--- config.mk ---
export PLATFORM = sky130hd
export DESIGN_NAME = skyline_atlas_allocator
export DESIGN_NICKNAME = d
export VERILOG_FILES = /design/src/rtl/core/sklat_pkg.sv /design/src/rtl/core/sklat_colmem.sv /design/src/rtl/core/sklat_pfxmem.sv /design/src/rtl/core/sklat_engine.sv /design/src/rtl/core/skyline_atlas_allocator.sv
export SDC_FILE = /design/constraint.sdc
export NUM_CORES = 2
export LEC_CHECK = 0
export BUFFER_PORTS_ARGS = -buffer_cell sky130_fd_sc_hd__buf_2
export CAP_MARGIN = 20
export CELL_PAD_IN_SITES_DETAIL_PLACEMENT = 0
export CELL_PAD_IN_SITES_GLOBAL_PLACEMENT = 1
export CORE_MARGIN = 1.5
export CORE_UTILIZATION = 50
export CTS_BUF_LIST = sky130_fd_sc_hd__clkbuf_16
export CTS_CLUSTER_DIAMETER = 40
export DETAILED_ROUTE_END_ITERATION = 10
export GPL_ROUTABILITY_DRIVEN = 1
export PLACE_DENSITY_LB_ADDON = 0.1
export SLEW_MARGIN = 10
export SYNTH_ARGS = -nofsm -noshare
export SYNTH_HDL_FRONTEND = slang
export SYNTH_MEMORY_MAX_BITS = 65536
export SYNTH_SLANG_ARGS = --single-unit
--- constraint.sdc ---
create_clock -name clk_i -period 32.5 [get_ports clk_i]
set_input_delay 1.625 -clock clk_i [delete_from_list [all_inputs] [get_ports clk_i]]
set_output_delay 1.625 -clock clk_i [all_outputs]
set_load 0.02 [all_outputs]
--- src/rtl/core/sklat_pkg.sv ---
package sklat_pkg;

  localparam int unsigned REQ_W = 9;
  localparam int unsigned OUT_W = 8;

  typedef enum logic [1:0] {
    ST_PLACED    = 2'd0,
    ST_NEW_SHEET = 2'd1,
    ST_TOO_LARGE = 2'd2,
    ST_NO_SHEETS = 2'd3
  } status_e;

  typedef enum logic [3:0] {
    S_IDLE,
    S_CHECK,
    S_UP,
    S_DOWN,
    S_EVAL,
    S_NEW,
    S_CLEAR,
    S_WRITE,
    S_RESP
  } fsm_state_e;

  typedef struct packed {
    status_e           status;
    logic [OUT_W-1:0]  sheet_number;
    logic [OUT_W-1:0]  pos_s;
    logic [OUT_W-1:0]  pos_t;
  } res_t;

endpackage

--- src/rtl/core/sklat_colmem.sv ---
module sklat_colmem
  import sklat_pkg::*;
#(
  parameter int unsigned DEPTH = 256,
  parameter int unsigned DW    = 9
) (
  input  logic                     clk_i,
  input  logic [$clog2(DEPTH)-1:0] addr_i,
  input  logic                     we_i,
  input  logic [DW-1:0]            wdata_i,
  output logic [DW-1:0]            rdata_o
);

  logic [DW-1:0] mem_q [DEPTH];
  logic [DW-1:0] rdata_q;

  always_ff @(posedge clk_i) begin
    if (we_i) begin
      mem_q[addr_i] <= wdata_i;
    end
    rdata_q <= mem_q[addr_i];
  end

  assign rdata_o = rdata_q;

endmodule

--- src/rtl/core/sklat_pfxmem.sv ---
module sklat_pfxmem
  import sklat_pkg::*;
#(
  parameter int unsigned DEPTH = 256,
  parameter int unsigned DW    = 10
) (
  input  logic                     clk_i,
  input  logic                     we_i,
  input  logic [$clog2(DEPTH)-1:0] waddr_i,
  input  logic [DW-1:0]            wdata_i,
  input  logic [$clog2(DEPTH)-1:0] raddr_a_i,
  input  logic [$clog2(DEPTH)-1:0] raddr_b_i,
  output logic [DW-1:0]            rdata_a_o,
  output logic [DW-1:0]            rdata_b_o
);

  logic [DW-1:0] mem_q [DEPTH];
  logic [DW-1:0] rdata_a_q;
  logic [DW-1:0] rdata_b_q;

  always_ff @(posedge clk_i) begin
    if (we_i) begin
      mem_q[waddr_i] <= wdata_i;
    end
    rdata_a_q <= mem_q[raddr_a_i];
    rdata_b_q <= mem_q[raddr_b_i];
  end

  assign rdata_a_o = rdata_a_q;
  assign rdata_b_o = rdata_b_q;

endmodule

--- src/rtl/core/sklat_engine.sv ---
module sklat_engine
  import sklat_pkg::*;
#(
  parameter int unsigned SHEET_WIDTH  = 256,
  parameter int unsigned SHEET_HEIGHT = 256,
  parameter int unsigned MAX_SHEETS   = 256
) (
  input  logic             clk_i,
  input  logic             rst_ni,
  input  logic             in_valid_i,
  output logic             in_ready_o,
  input  logic [REQ_W-1:0] req_width_i,
  input  logic [REQ_W-1:0] req_height_i,
  output logic             res_valid_o,
  input  logic             res_ready_i,
  output res_t             res_o
);

  localparam int unsigned IW   = $clog2(SHEET_WIDTH);
  localparam int unsigned HW   = $clog2(SHEET_HEIGHT + 1);
  localparam int unsigned SW   = $clog2(MAX_SHEETS + 1);
  localparam int unsigned XW   = ((IW > REQ_W) ? IW : REQ_W) + 1;
  localparam int unsigned SUMW = ((HW > REQ_W) ? HW : REQ_W) + 1;
  localparam logic [IW-1:0] LAST = IW'(SHEET_WIDTH - 1);

  fsm_state_e state_q, state_d;
  logic             iss_q, iss_d;
  logic             p_vld_q, p_vld_d;
  logic [IW-1:0]    p_idx_q, p_idx_d;
  logic [IW-1:0]    cnt_q, cnt_d;
  logic [SW-1:0]    sheets_q, sheets_d;
  logic [REQ_W-1:0] w_q, w_d;
  logic [REQ_W-1:0] h_q, h_d;
  logic [REQ_W-1:0] blk_q, blk_d;
  logic [REQ_W-1:0] rem_q, rem_d;
  logic [HW-1:0]    prefix_q, prefix_d;
  logic [HW-1:0]    suf_q, suf_d;
  logic [HW-1:0]    best_q, best_d;
  logic [HW-1:0]    wval_q, wval_d;
  logic [IW-1:0]    pos_q, pos_d;
  logic             found_q, found_d;
  res_t             res_q, res_d;

  logic          col_we;
  logic [HW-1:0] col_wdata;
  logic [HW-1:0] col_rdata;
  logic          pfx_we;
  logic [HW:0]   pfx_wdata;
  logic [IW-1:0] pfx_raddr_b;
  logic [HW:0]   pfx_rdata_a;
  logic [HW:0]   pfx_rdata_b;

  logic [HW-1:0] pre_v;
  logic          blk_end;
  logic [HW-1:0] suf_v;
  logic [HW-1:0] pfx_v;
  logic [HW-1:0] win_v;
  logic          win_in;
  logic          fits;
  logic          bad_req;

  sklat_colmem #(
    .DEPTH (SHEET_WIDTH),
    .DW    (HW)
  ) u_colmem (
    .clk_i   (clk_i),
    .addr_i  (cnt_q),
    .we_i    (col_we),
    .wdata_i (col_wdata),
    .rdata_o (col_rdata)
  );

  sklat_pfxmem #(
    .DEPTH (SHEET_WIDTH),
    .DW    (HW + 1)
  ) u_pfxmem (
    .clk_i     (clk_i),
    .we_i      (pfx_we),
    .waddr_i   (p_idx_q),
    .wdata_i   (pfx_wdata),
    .raddr_a_i (cnt_q),
    .raddr_b_i (pfx_raddr_b),
    .rdata_a_o (pfx_rdata_a),
    .rdata_b_o (pfx_rdata_b)
  );

  // prefix pass, blocks of w columns from the left
  assign pre_v   = (blk_q == '0 || col_rdata > prefix_q) ? col_rdata : prefix_q;
  assign blk_end = (blk_q == REQ_W'(w_q - REQ_W'(1))) || (p_idx_q == LAST);
  assign pfx_wdata = {blk_end, pre_v};
  assign pfx_we    = p_vld_q && (state_q == S_UP);

  // suffix pass, window max from both halves
  assign pfx_raddr_b = IW'(XW'(cnt_q) + XW'(w_q) - XW'(1));
  assign suf_v  = (pfx_rdata_a[HW] || col_rdata > suf_q) ? col_rdata : suf_q;
  assign pfx_v  = pfx_rdata_b[HW-1:0];
  assign win_v  = (pfx_v > suf_v) ? pfx_v : suf_v;
  assign win_in = (XW'(p_idx_q) + XW'(w_q)) <= XW'(SHEET_WIDTH);

  assign fits    = (SUMW'(best_q) + SUMW'(h_q)) <= SUMW'(SHEET_HEIGHT);
  assign bad_req = (w_q == '0) || (h_q == '0) ||
                   (32'(w_q) > 32'(SHEET_WIDTH)) || (32'(h_q) > 32'(SHEET_HEIGHT));

  always_comb begin
    state_d   = state_q;
    iss_d     = iss_q;
    p_vld_d   = iss_q && (state_q == S_UP || state_q == S_DOWN);
    p_idx_d   = cnt_q;
    cnt_d     = cnt_q;
    sheets_d  = sheets_q;
    w_d       = w_q;
    h_d       = h_q;
    blk_d     = blk_q;
    rem_d     = rem_q;
    prefix_d  = prefix_q;
    suf_d     = suf_q;
    best_d    = best_q;
    wval_d    = wval_q;
    pos_d     = pos_q;
    found_d   = found_q;
    res_d     = res_q;
    col_we    = 1'b0;
    col_wdata = wval_q;
    in_ready_o  = 1'b0;
    res_valid_o = 1'b0;

    unique case (state_q)
      S_IDLE: begin
        in_ready_o = 1'b1;
        if (in_valid_i) begin
          w_d     = req_width_i;
          h_d     = req_height_i;
          state_d = S_CHECK;
        end
      end
      S_CHECK: begin
        if (bad_req) begin
          res_d   = '{status: ST_TOO_LARGE, default: '0};
          state_d = S_RESP;
        end else if (sheets_q == '0) begin
          state_d = S_NEW;
        end else begin
          cnt_d   = '0;
          iss_d   = 1'b1;
          blk_d   = '0;
          state_d = S_UP;
        end
      end
      S_UP: begin
        if (iss_q) begin
          if (cnt_q == LAST) begin
            iss_d = 1'b0;
          end else begin
            cnt_d = cnt_q + IW'(1);
          end
        end
        if (p_vld_q) begin
          prefix_d = pre_v;
          blk_d    = blk_end ? '0 : blk_q + REQ_W'(1);
          if (p_idx_q == LAST) begin
            cnt_d   = LAST;
            iss_d   = 1'b1;
            best_d  = HW'(SHEET_HEIGHT);
            found_d = 1'b0;
            state_d = S_DOWN;
          end
        end
      end
      S_DOWN: begin
        if (iss_q) begin
          if (cnt_q == '0) begin
            iss_d = 1'b0;
          end else begin
            cnt_d = cnt_q - IW'(1);
          end
        end
        if (p_vld_q) begin
          suf_d = suf_v;
          if (win_in && win_v < HW'(SHEET_HEIGHT) && win_v <= best_q) begin
            best_d  = win_v;
            pos_d   = p_idx_q;
            found_d = 1'b1;
          end
          if (p_idx_q == '0) begin
            state_d = S_EVAL;
          end
        end
      end
      S_EVAL: begin
        if (found_q && fits) begin
          res_d = '{status:       ST_PLACED,
                    sheet_number: OUT_W'(SW'(sheets_q - SW'(1))),
                    pos_s:        OUT_W'(pos_q),
                    pos_t:        OUT_W'(best_q)};
          cnt_d   = pos_q;
          rem_d   = w_q;
          wval_d  = HW'(SUMW'(best_q) + SUMW'(h_q));
          state_d = S_WRITE;
        end else begin
          state_d = S_NEW;
        end
      end
      S_NEW: begin
        if (sheets_q == SW'(MAX_SHEETS)) begin
          res_d   = '{status: ST_NO_SHEETS, default: '0};
          state_d = S_RESP;
        end else begin
          sheets_d = sheets_q + SW'(1);
          res_d    = '{status:       ST_NEW_SHEET,
                       sheet_number: OUT_W'(sheets_q),
                       pos_s:        '0,
                       pos_t:        '0};
          cnt_d    = '0;
          state_d  = S_CLEAR;
        end
      end
      S_CLEAR: begin
        col_we    = 1'b1;
        col_wdata = (XW'(cnt_q) < XW'(w_q)) ? HW'(h_q) : '0;
        cnt_d     = cnt_q + IW'(1);
        if (cnt_q == LAST) begin
          state_d = S_RESP;
        end
      end
      S_WRITE: begin
        col_we = 1'b1;
        cnt_d  = cnt_q + IW'(1);
        rem_d  = rem_q - REQ_W'(1);
        if (rem_q == REQ_W'(1)) begin
          state_d = S_RESP;
        end
      end
      S_RESP: begin
        res_valid_o = 1'b1;
        if (res_ready_i) begin
          state_d = S_IDLE;
        end
      end
      default: begin
        state_d = S_IDLE;
      end
    endcase
  end

  always_ff @(posedge clk_i or negedge rst_ni) begin
    if (!rst_ni) begin
      state_q  <= S_IDLE;
      iss_q    <= 1'b0;
      p_vld_q  <= 1'b0;
      sheets_q <= '0;
    end else begin
      state_q  <= state_d;
      iss_q    <= iss_d;
      p_vld_q  <= p_vld_d;
      sheets_q <= sheets_d;
    end
  end

  always_ff @(posedge clk_i) begin
    p_idx_q  <= p_idx_d;
    cnt_q    <= cnt_d;
    w_q      <= w_d;
    h_q      <= h_d;
    blk_q    <= blk_d;
    rem_q    <= rem_d;
    prefix_q <= prefix_d;
    suf_q    <= suf_d;
    best_q   <= best_d;
    wval_q   <= wval_d;
    pos_q    <= pos_d;
    found_q  <= found_d;
    res_q    <= res_d;
  end

  assign res_o = res_q;

`ifndef SYNTH
  a_sheets_step: assert property (@(posedge clk_i) disable iff (!rst_ni)
    (sheets_q != $past(sheets_q)) |-> (sheets_q == $past(sheets_q) + SW'(1)))
    else $error("sheet count moved by more than one");

  a_write_len: assert property (@(posedge clk_i) disable iff (!rst_ni)
    (state_q == S_WRITE) |-> (rem_q != '0))
    else $error("window write-back ran past its width");

  a_best_room: assert property (@(posedge clk_i) disable iff (!rst_ni)
    (state_q == S_EVAL && found_q) |-> (best_q < HW'(SHEET_HEIGHT)))
    else $error("chosen window has no room");

  a_placed_open: assert property (@(posedge clk_i) disable iff (!rst_ni)
    (state_q == S_RESP && res_q.status == ST_PLACED) |-> (sheets_q != '0))
    else $error("placement reported without an open sheet");
`endif

endmodule

--- src/rtl/core/skyline_atlas_allocator.sv ---
// channel  dir  tdata (low bit up)                     tuser     tlast
// s_axis   in   req_width[8:0] req_height[17:9]         -         -
// m_axis   out  sheet_number[7:0] pos_s[15:8] pos_t[23:16]  status[1:0]  -
//
// one item at a time; a rejected request goes from S_CHECK straight to S_RESP
// placement in the open sheet: prefix pass and suffix pass over the column
// memory, one column a cycle, then write-back of w columns
// a new sheet adds a fill of all SHEET_WIDTH columns; the first item after reset
// skips both passes and goes straight to a new sheet
// reset needs no memory sweep; the next item is taken while a result waits

module skyline_atlas_allocator
  import sklat_pkg::*;
#(
  parameter int unsigned SHEET_WIDTH  = 256,
  parameter int unsigned SHEET_HEIGHT = 256,
  parameter int unsigned MAX_SHEETS   = 256
) (
  input  logic        clk_i,
  input  logic        rst_ni,
  input  logic        s_axis_tvalid,
  output logic        s_axis_tready,
  input  logic [23:0] s_axis_tdata,   // req_width, req_height
  output logic        m_axis_tvalid,
  input  logic        m_axis_tready,
  output logic [23:0] m_axis_tdata,   // sheet_number, pos_s, pos_t
  output logic [1:0]  m_axis_tuser    // status
);

  logic res_valid;
  logic res_ready;
  res_t res;
  logic m_vld_q, m_vld_d;
  res_t m_res_q, m_res_d;

  sklat_engine #(
    .SHEET_WIDTH  (SHEET_WIDTH),
    .SHEET_HEIGHT (SHEET_HEIGHT),
    .MAX_SHEETS   (MAX_SHEETS)
  ) u_engine (
    .clk_i        (clk_i),
    .rst_ni       (rst_ni),
    .in_valid_i   (s_axis_tvalid),
    .in_ready_o   (s_axis_tready),
    .req_width_i  (s_axis_tdata[8:0]),
    .req_height_i (s_axis_tdata[17:9]),
    .res_valid_o  (res_valid),
    .res_ready_i  (res_ready),
    .res_o        (res)
  );

  // output register
  assign res_ready = !m_vld_q || m_axis_tready;

  always_comb begin
    m_vld_d = m_vld_q;
    m_res_d = m_res_q;
    if (res_ready) begin
      m_vld_d = res_valid;
      if (res_valid) begin
        m_res_d = res;
      end
    end
  end

  always_ff @(posedge clk_i or negedge rst_ni) begin
    if (!rst_ni) begin
      m_vld_q <= 1'b0;
    end else begin
      m_vld_q <= m_vld_d;
    end
  end

  always_ff @(posedge clk_i) begin
    m_res_q <= m_res_d;
  end

  assign m_axis_tvalid = m_vld_q;
  assign m_axis_tuser  = m_res_q.status;
  assign m_axis_tdata  = {m_res_q.pos_t, m_res_q.pos_s, m_res_q.sheet_number};

endmodule

==> results.md <==
- Worst-path clk slew: 0.06 ns
- Slowest-stage cell, CP: nor4_2
- Fin Setup TNS: 0 ns
- Cells along the critical path: buf_4, buf_4, buf_12, buf_4, buf_4, mux4_2, mux4_2, a31o_1, a311oi_1, nand3_1, nor4_2, o21ai_1
- Final Critical Period: 7.132 ns
- Warnings from Yosys: 0
- Total CTS buffers: 623
- Syn nets: 8952
- Avg Vias per Cell: 6.174
- CTS root buf: clkbuf_16
- Initial DRT Pass Iterations: 6
- H-tree depth: 6
- Initial antenna violation count: 20
- Clk buf depth: 4
- Dpl hpwl: 294900 µm
- Worst hold path depth: 0
- Remaining DRCs: 0
- Largest net degree at the start of global routing: 224
- Nets@finish: 9390
- Final Max Slew Viols: 0
- Status: finished clean
- CORE AREA: 392800 µm²
- # resized after CTS: 0
- Crit path arrival time: 7.99 ns
- Hold Vio Cnt, Final: 0
- Hold_buf cts: 0
- Placed cells: 13830
- Cell Count, Final, Fillers Out: 15040
- Number of global-route vias before repair: 95010
- Netlist cell types: 78
- Mapped Cells: 8837
- Gpl congestion: 0.8227
- Rows: 230
- Final setup viols: 0
- PwrDens: 107.2 nW/µm²
- Crit path top cell by count: buf_4
- R2R cell count: 12
- Final WL: 501500 µm
- Mapped cell area: 197400 µm²
- Post-DRT Antenna Nets: 0
- Hold WS: 0.4175 ns
- Worst Path Required: 33.36 ns
- Flops & latches, synth: 5048
- Initial Util: 0.5025
- Clk_lat worst skew: 1.06 ns
- Buffers and inverters on the worst path: 5
- Port bufs: 49
- Most frequent cells in the layout: edfxtp_1, mux4_2, clkbuf_16, nor2_1, nand2_1
- Worst relative slew slack: 0.04580
- Post-synth EDFFs: 5005
- CP Class: reg -> reg
- Total GRT Usage: 0.2518
- Sink Count: 5048
- Crit Path Max Fanout: 80
- First DRT Iteration DRCs: 10040
- Full die area: 398600 µm²
- Most common cell after layout, fill and taps aside: edfxtp_1
- Die W: 631.3 µm
- Synth async-reset ratio: 0.003170
- Crit path depth: 12
- Wire length per cell: 33.35 µm
- Fmax achieved: 140.2 MHz
- Max Cap Viol: 0
- Peak supply drop: 0.0002411 V
- Num ports: 56
- Worst Max-Slew Pin Slew: 1.431 ns
- Placed Area: 204300 µm²
- RSZ-0062 raised after global routing: no
- GRT overflow: 0
- Critical path startpoint category: flop
- Vias: 92840
- Hold Crit Class: reg -> reg
- Mapped Avg Cell Area: 22.34 µm²
- Fin crit share: 0.2194
- Clk_skew: 0.04469 ns
- First-pass GRT wire length: 712600 µm
- Static Leak: 70.59 nW
- Register area share after synthesis: 0.7662
- Die height: 631.3 µm
- Nature of the critical path endpoint: flop
- Post-Place Setup Slack: 25.19 ns
- CTS tree: yes
- Max incr delay on CP: 0.87 ns
- Worst path top cell family by delay: buffers and inverters
- Post-CTS Setup Repair Bufs: 0
- Fin area: 226400 µm²
- Commonest register cell after synthesis: edfxtp_1
- Setup ws final: 25.37 ns
- Layout area overhead: 14.72%
- Share of cells above drive strength 1: 0.2972
==> logic make-up (layout without fill, tap and decap cells) <==
| group | count (synthesis) | count (layout) | synth area share |
|---|---|---|---|
| compound gates | 298 | 298 | 0.01010 |
| xor+xnor | 64 | 64 | 0.002840 |
| mux | 1581 | 1581 | 0.1761 |
| other cells | 0 | 16 | 0 |
| fa+ha+maj | 87 | 87 | 0.005629 |
| flops | 5048 | 5048 | 0.7662 |
| simple gates | 1177 | 1177 | 0.02558 |
| buf+inv | 582 | 1548 | 0.01362 |
==> Yosys cell counts (all sizes together), types with 5 or more instances <==
cell / n / area share
nand2b: 12 / 0.00038
nor2: 611 / 0.012
and3: 31 / 0.00098
a31oi: 19 / 0.00060
clkbuf: 255 / 0.0048
a311oi: 9 / 0.00040
nand4: 25 / 0.00079
dfxtp: 27 / 0.0027
xor2: 22 / 0.00098
nor2b: 37 / 0.0012
a32oi: 23 / 0.0010
a21oi: 66 / 0.0017
a21o: 6 / 0.00023
o21ai: 66 / 0.0017
ha: 84 / 0.0053
inv: 97 / 0.0018
and2: 27 / 0.00086
buf: 228 / 0.0069
a211oi: 11 / 0.00042
o22ai: 8 / 0.00025
xnor2: 42 / 0.0019
nand3: 101 / 0.0026
dfrtp: 16 / 0.0020
nor3: 32 / 0.00081
o211ai: 9 / 0.00034
o311ai: 10 / 0.00044
a2111oi: 5 / 0.00022
nand2: 262 / 0.0050
a22oi: 12 / 0.00046
mux2: 19 / 0.0011
o21a: 9 / 0.00034
mux4: 1511 / 0.17
nor4: 17 / 0.00054
edfxtp: 5005 / 0.76
a221oi: 7 / 0.00031
mux2i: 51 / 0.0026
o21bai: 5 / 0.00019
==> sequential cells by signal, indices dropped and copies added (netlist names), 4 cells and up <==
register and cells:
u_engine.rem_q 9, u_engine.best_q 9, u_engine.cnt_q 8, u_engine.res_o 26, u_engine.p_idx_q 8, m_axis_tdata 24
u_engine.u_pfxmem.rdata_b_o 9, u_engine.state_q 4, u_engine.h_q 9, u_engine.u_pfxmem.mem_q 2560, u_engine.blk_q 9, u_engine.u_colmem.rdata_o 9
u_engine.wval_q 9, u_engine.suf_q 9, u_engine.w_q 9, u_engine.sheets_q 9, u_engine.prefix_q 9, u_engine.pos_q 8
u_engine.u_colmem.mem_q 2304
==> area by class of cell <==
class                   instances  area, µm²
fillers                     28570     166400
flip-flops and latches       5048     151200
multi-input cells            3207      44110
clock buffers                 631      15790
well taps                    5220       6531
clock inverters               522       5746
repair buffers                296       2613
inverters                      99      380.4
diodes                         16      40.04
==> where the power goes <==
| part | leakage (nW) | switching, mW | internal [mW] |
|---|---|---|---|
| Combinational | 14.9 | 5.69 | 3.30 |
| Sequential | 45.1 | 0.0995 | 8.07 |
| Clock | 10.6 | 2.82 | 4.29 |
==> stage by stage <==
step           utilization  total power, mW
5_1_grt             0.5764            25.04
4_1_cts             0.5750            24.49
6_report            0.5765            24.27
3_5_place_dp        0.5202            17.40
2_1_floorplan            -            13.89
3_3_place_gp        0.5197            17.29
==> worst reg2reg max path, cell delays in order, from the launching register on <==
cell	delay, ns
edfxtp_1	0.33
buf_4	0.59
buf_4	0.70
buf_12	0.56
buf_4	0.79
buf_4	0.69
mux4_2	0.64
mux4_2	0.58
a31o_1	0.26
a311oi_1	0.52
nand3_1	0.26
nor4_2	0.87
o21ai_1	0.16
==> path summary, 6_finish.rpt <==
kind / from / end / slack [ns]
hold / removal: u_engine.res_o[10] / m_axis_tdata[10] / 0.42
min in group asynchronous: rst_ni / u_engine.sheets_q[5] / 0.51
setup reg to reg: u_engine.cnt_q[0] / u_engine.u_colmem.rdata_o[1] / 25.37
setup / recovery: u_engine.cnt_q[0] / u_engine.u_colmem.rdata_o[1] / 25.37
max in group asynchronous: rst_ni / u_engine.state_q[1] / 31.68
hold reg to reg: u_engine.res_o[10] / m_axis_tdata[10] / 0.42
==> layer usage <==
layer	share of wire	GRT usage	vias to the layer above
met5	0.000080	0	-
met4	0.031	0.07678	6
met3	0.062	0.03696	690
met2	0.51	0.4212	3342
met1	0.40	0.3465	50560
li1	-	-	38250
Note: power is estimated with default switching activity, not from simulation.
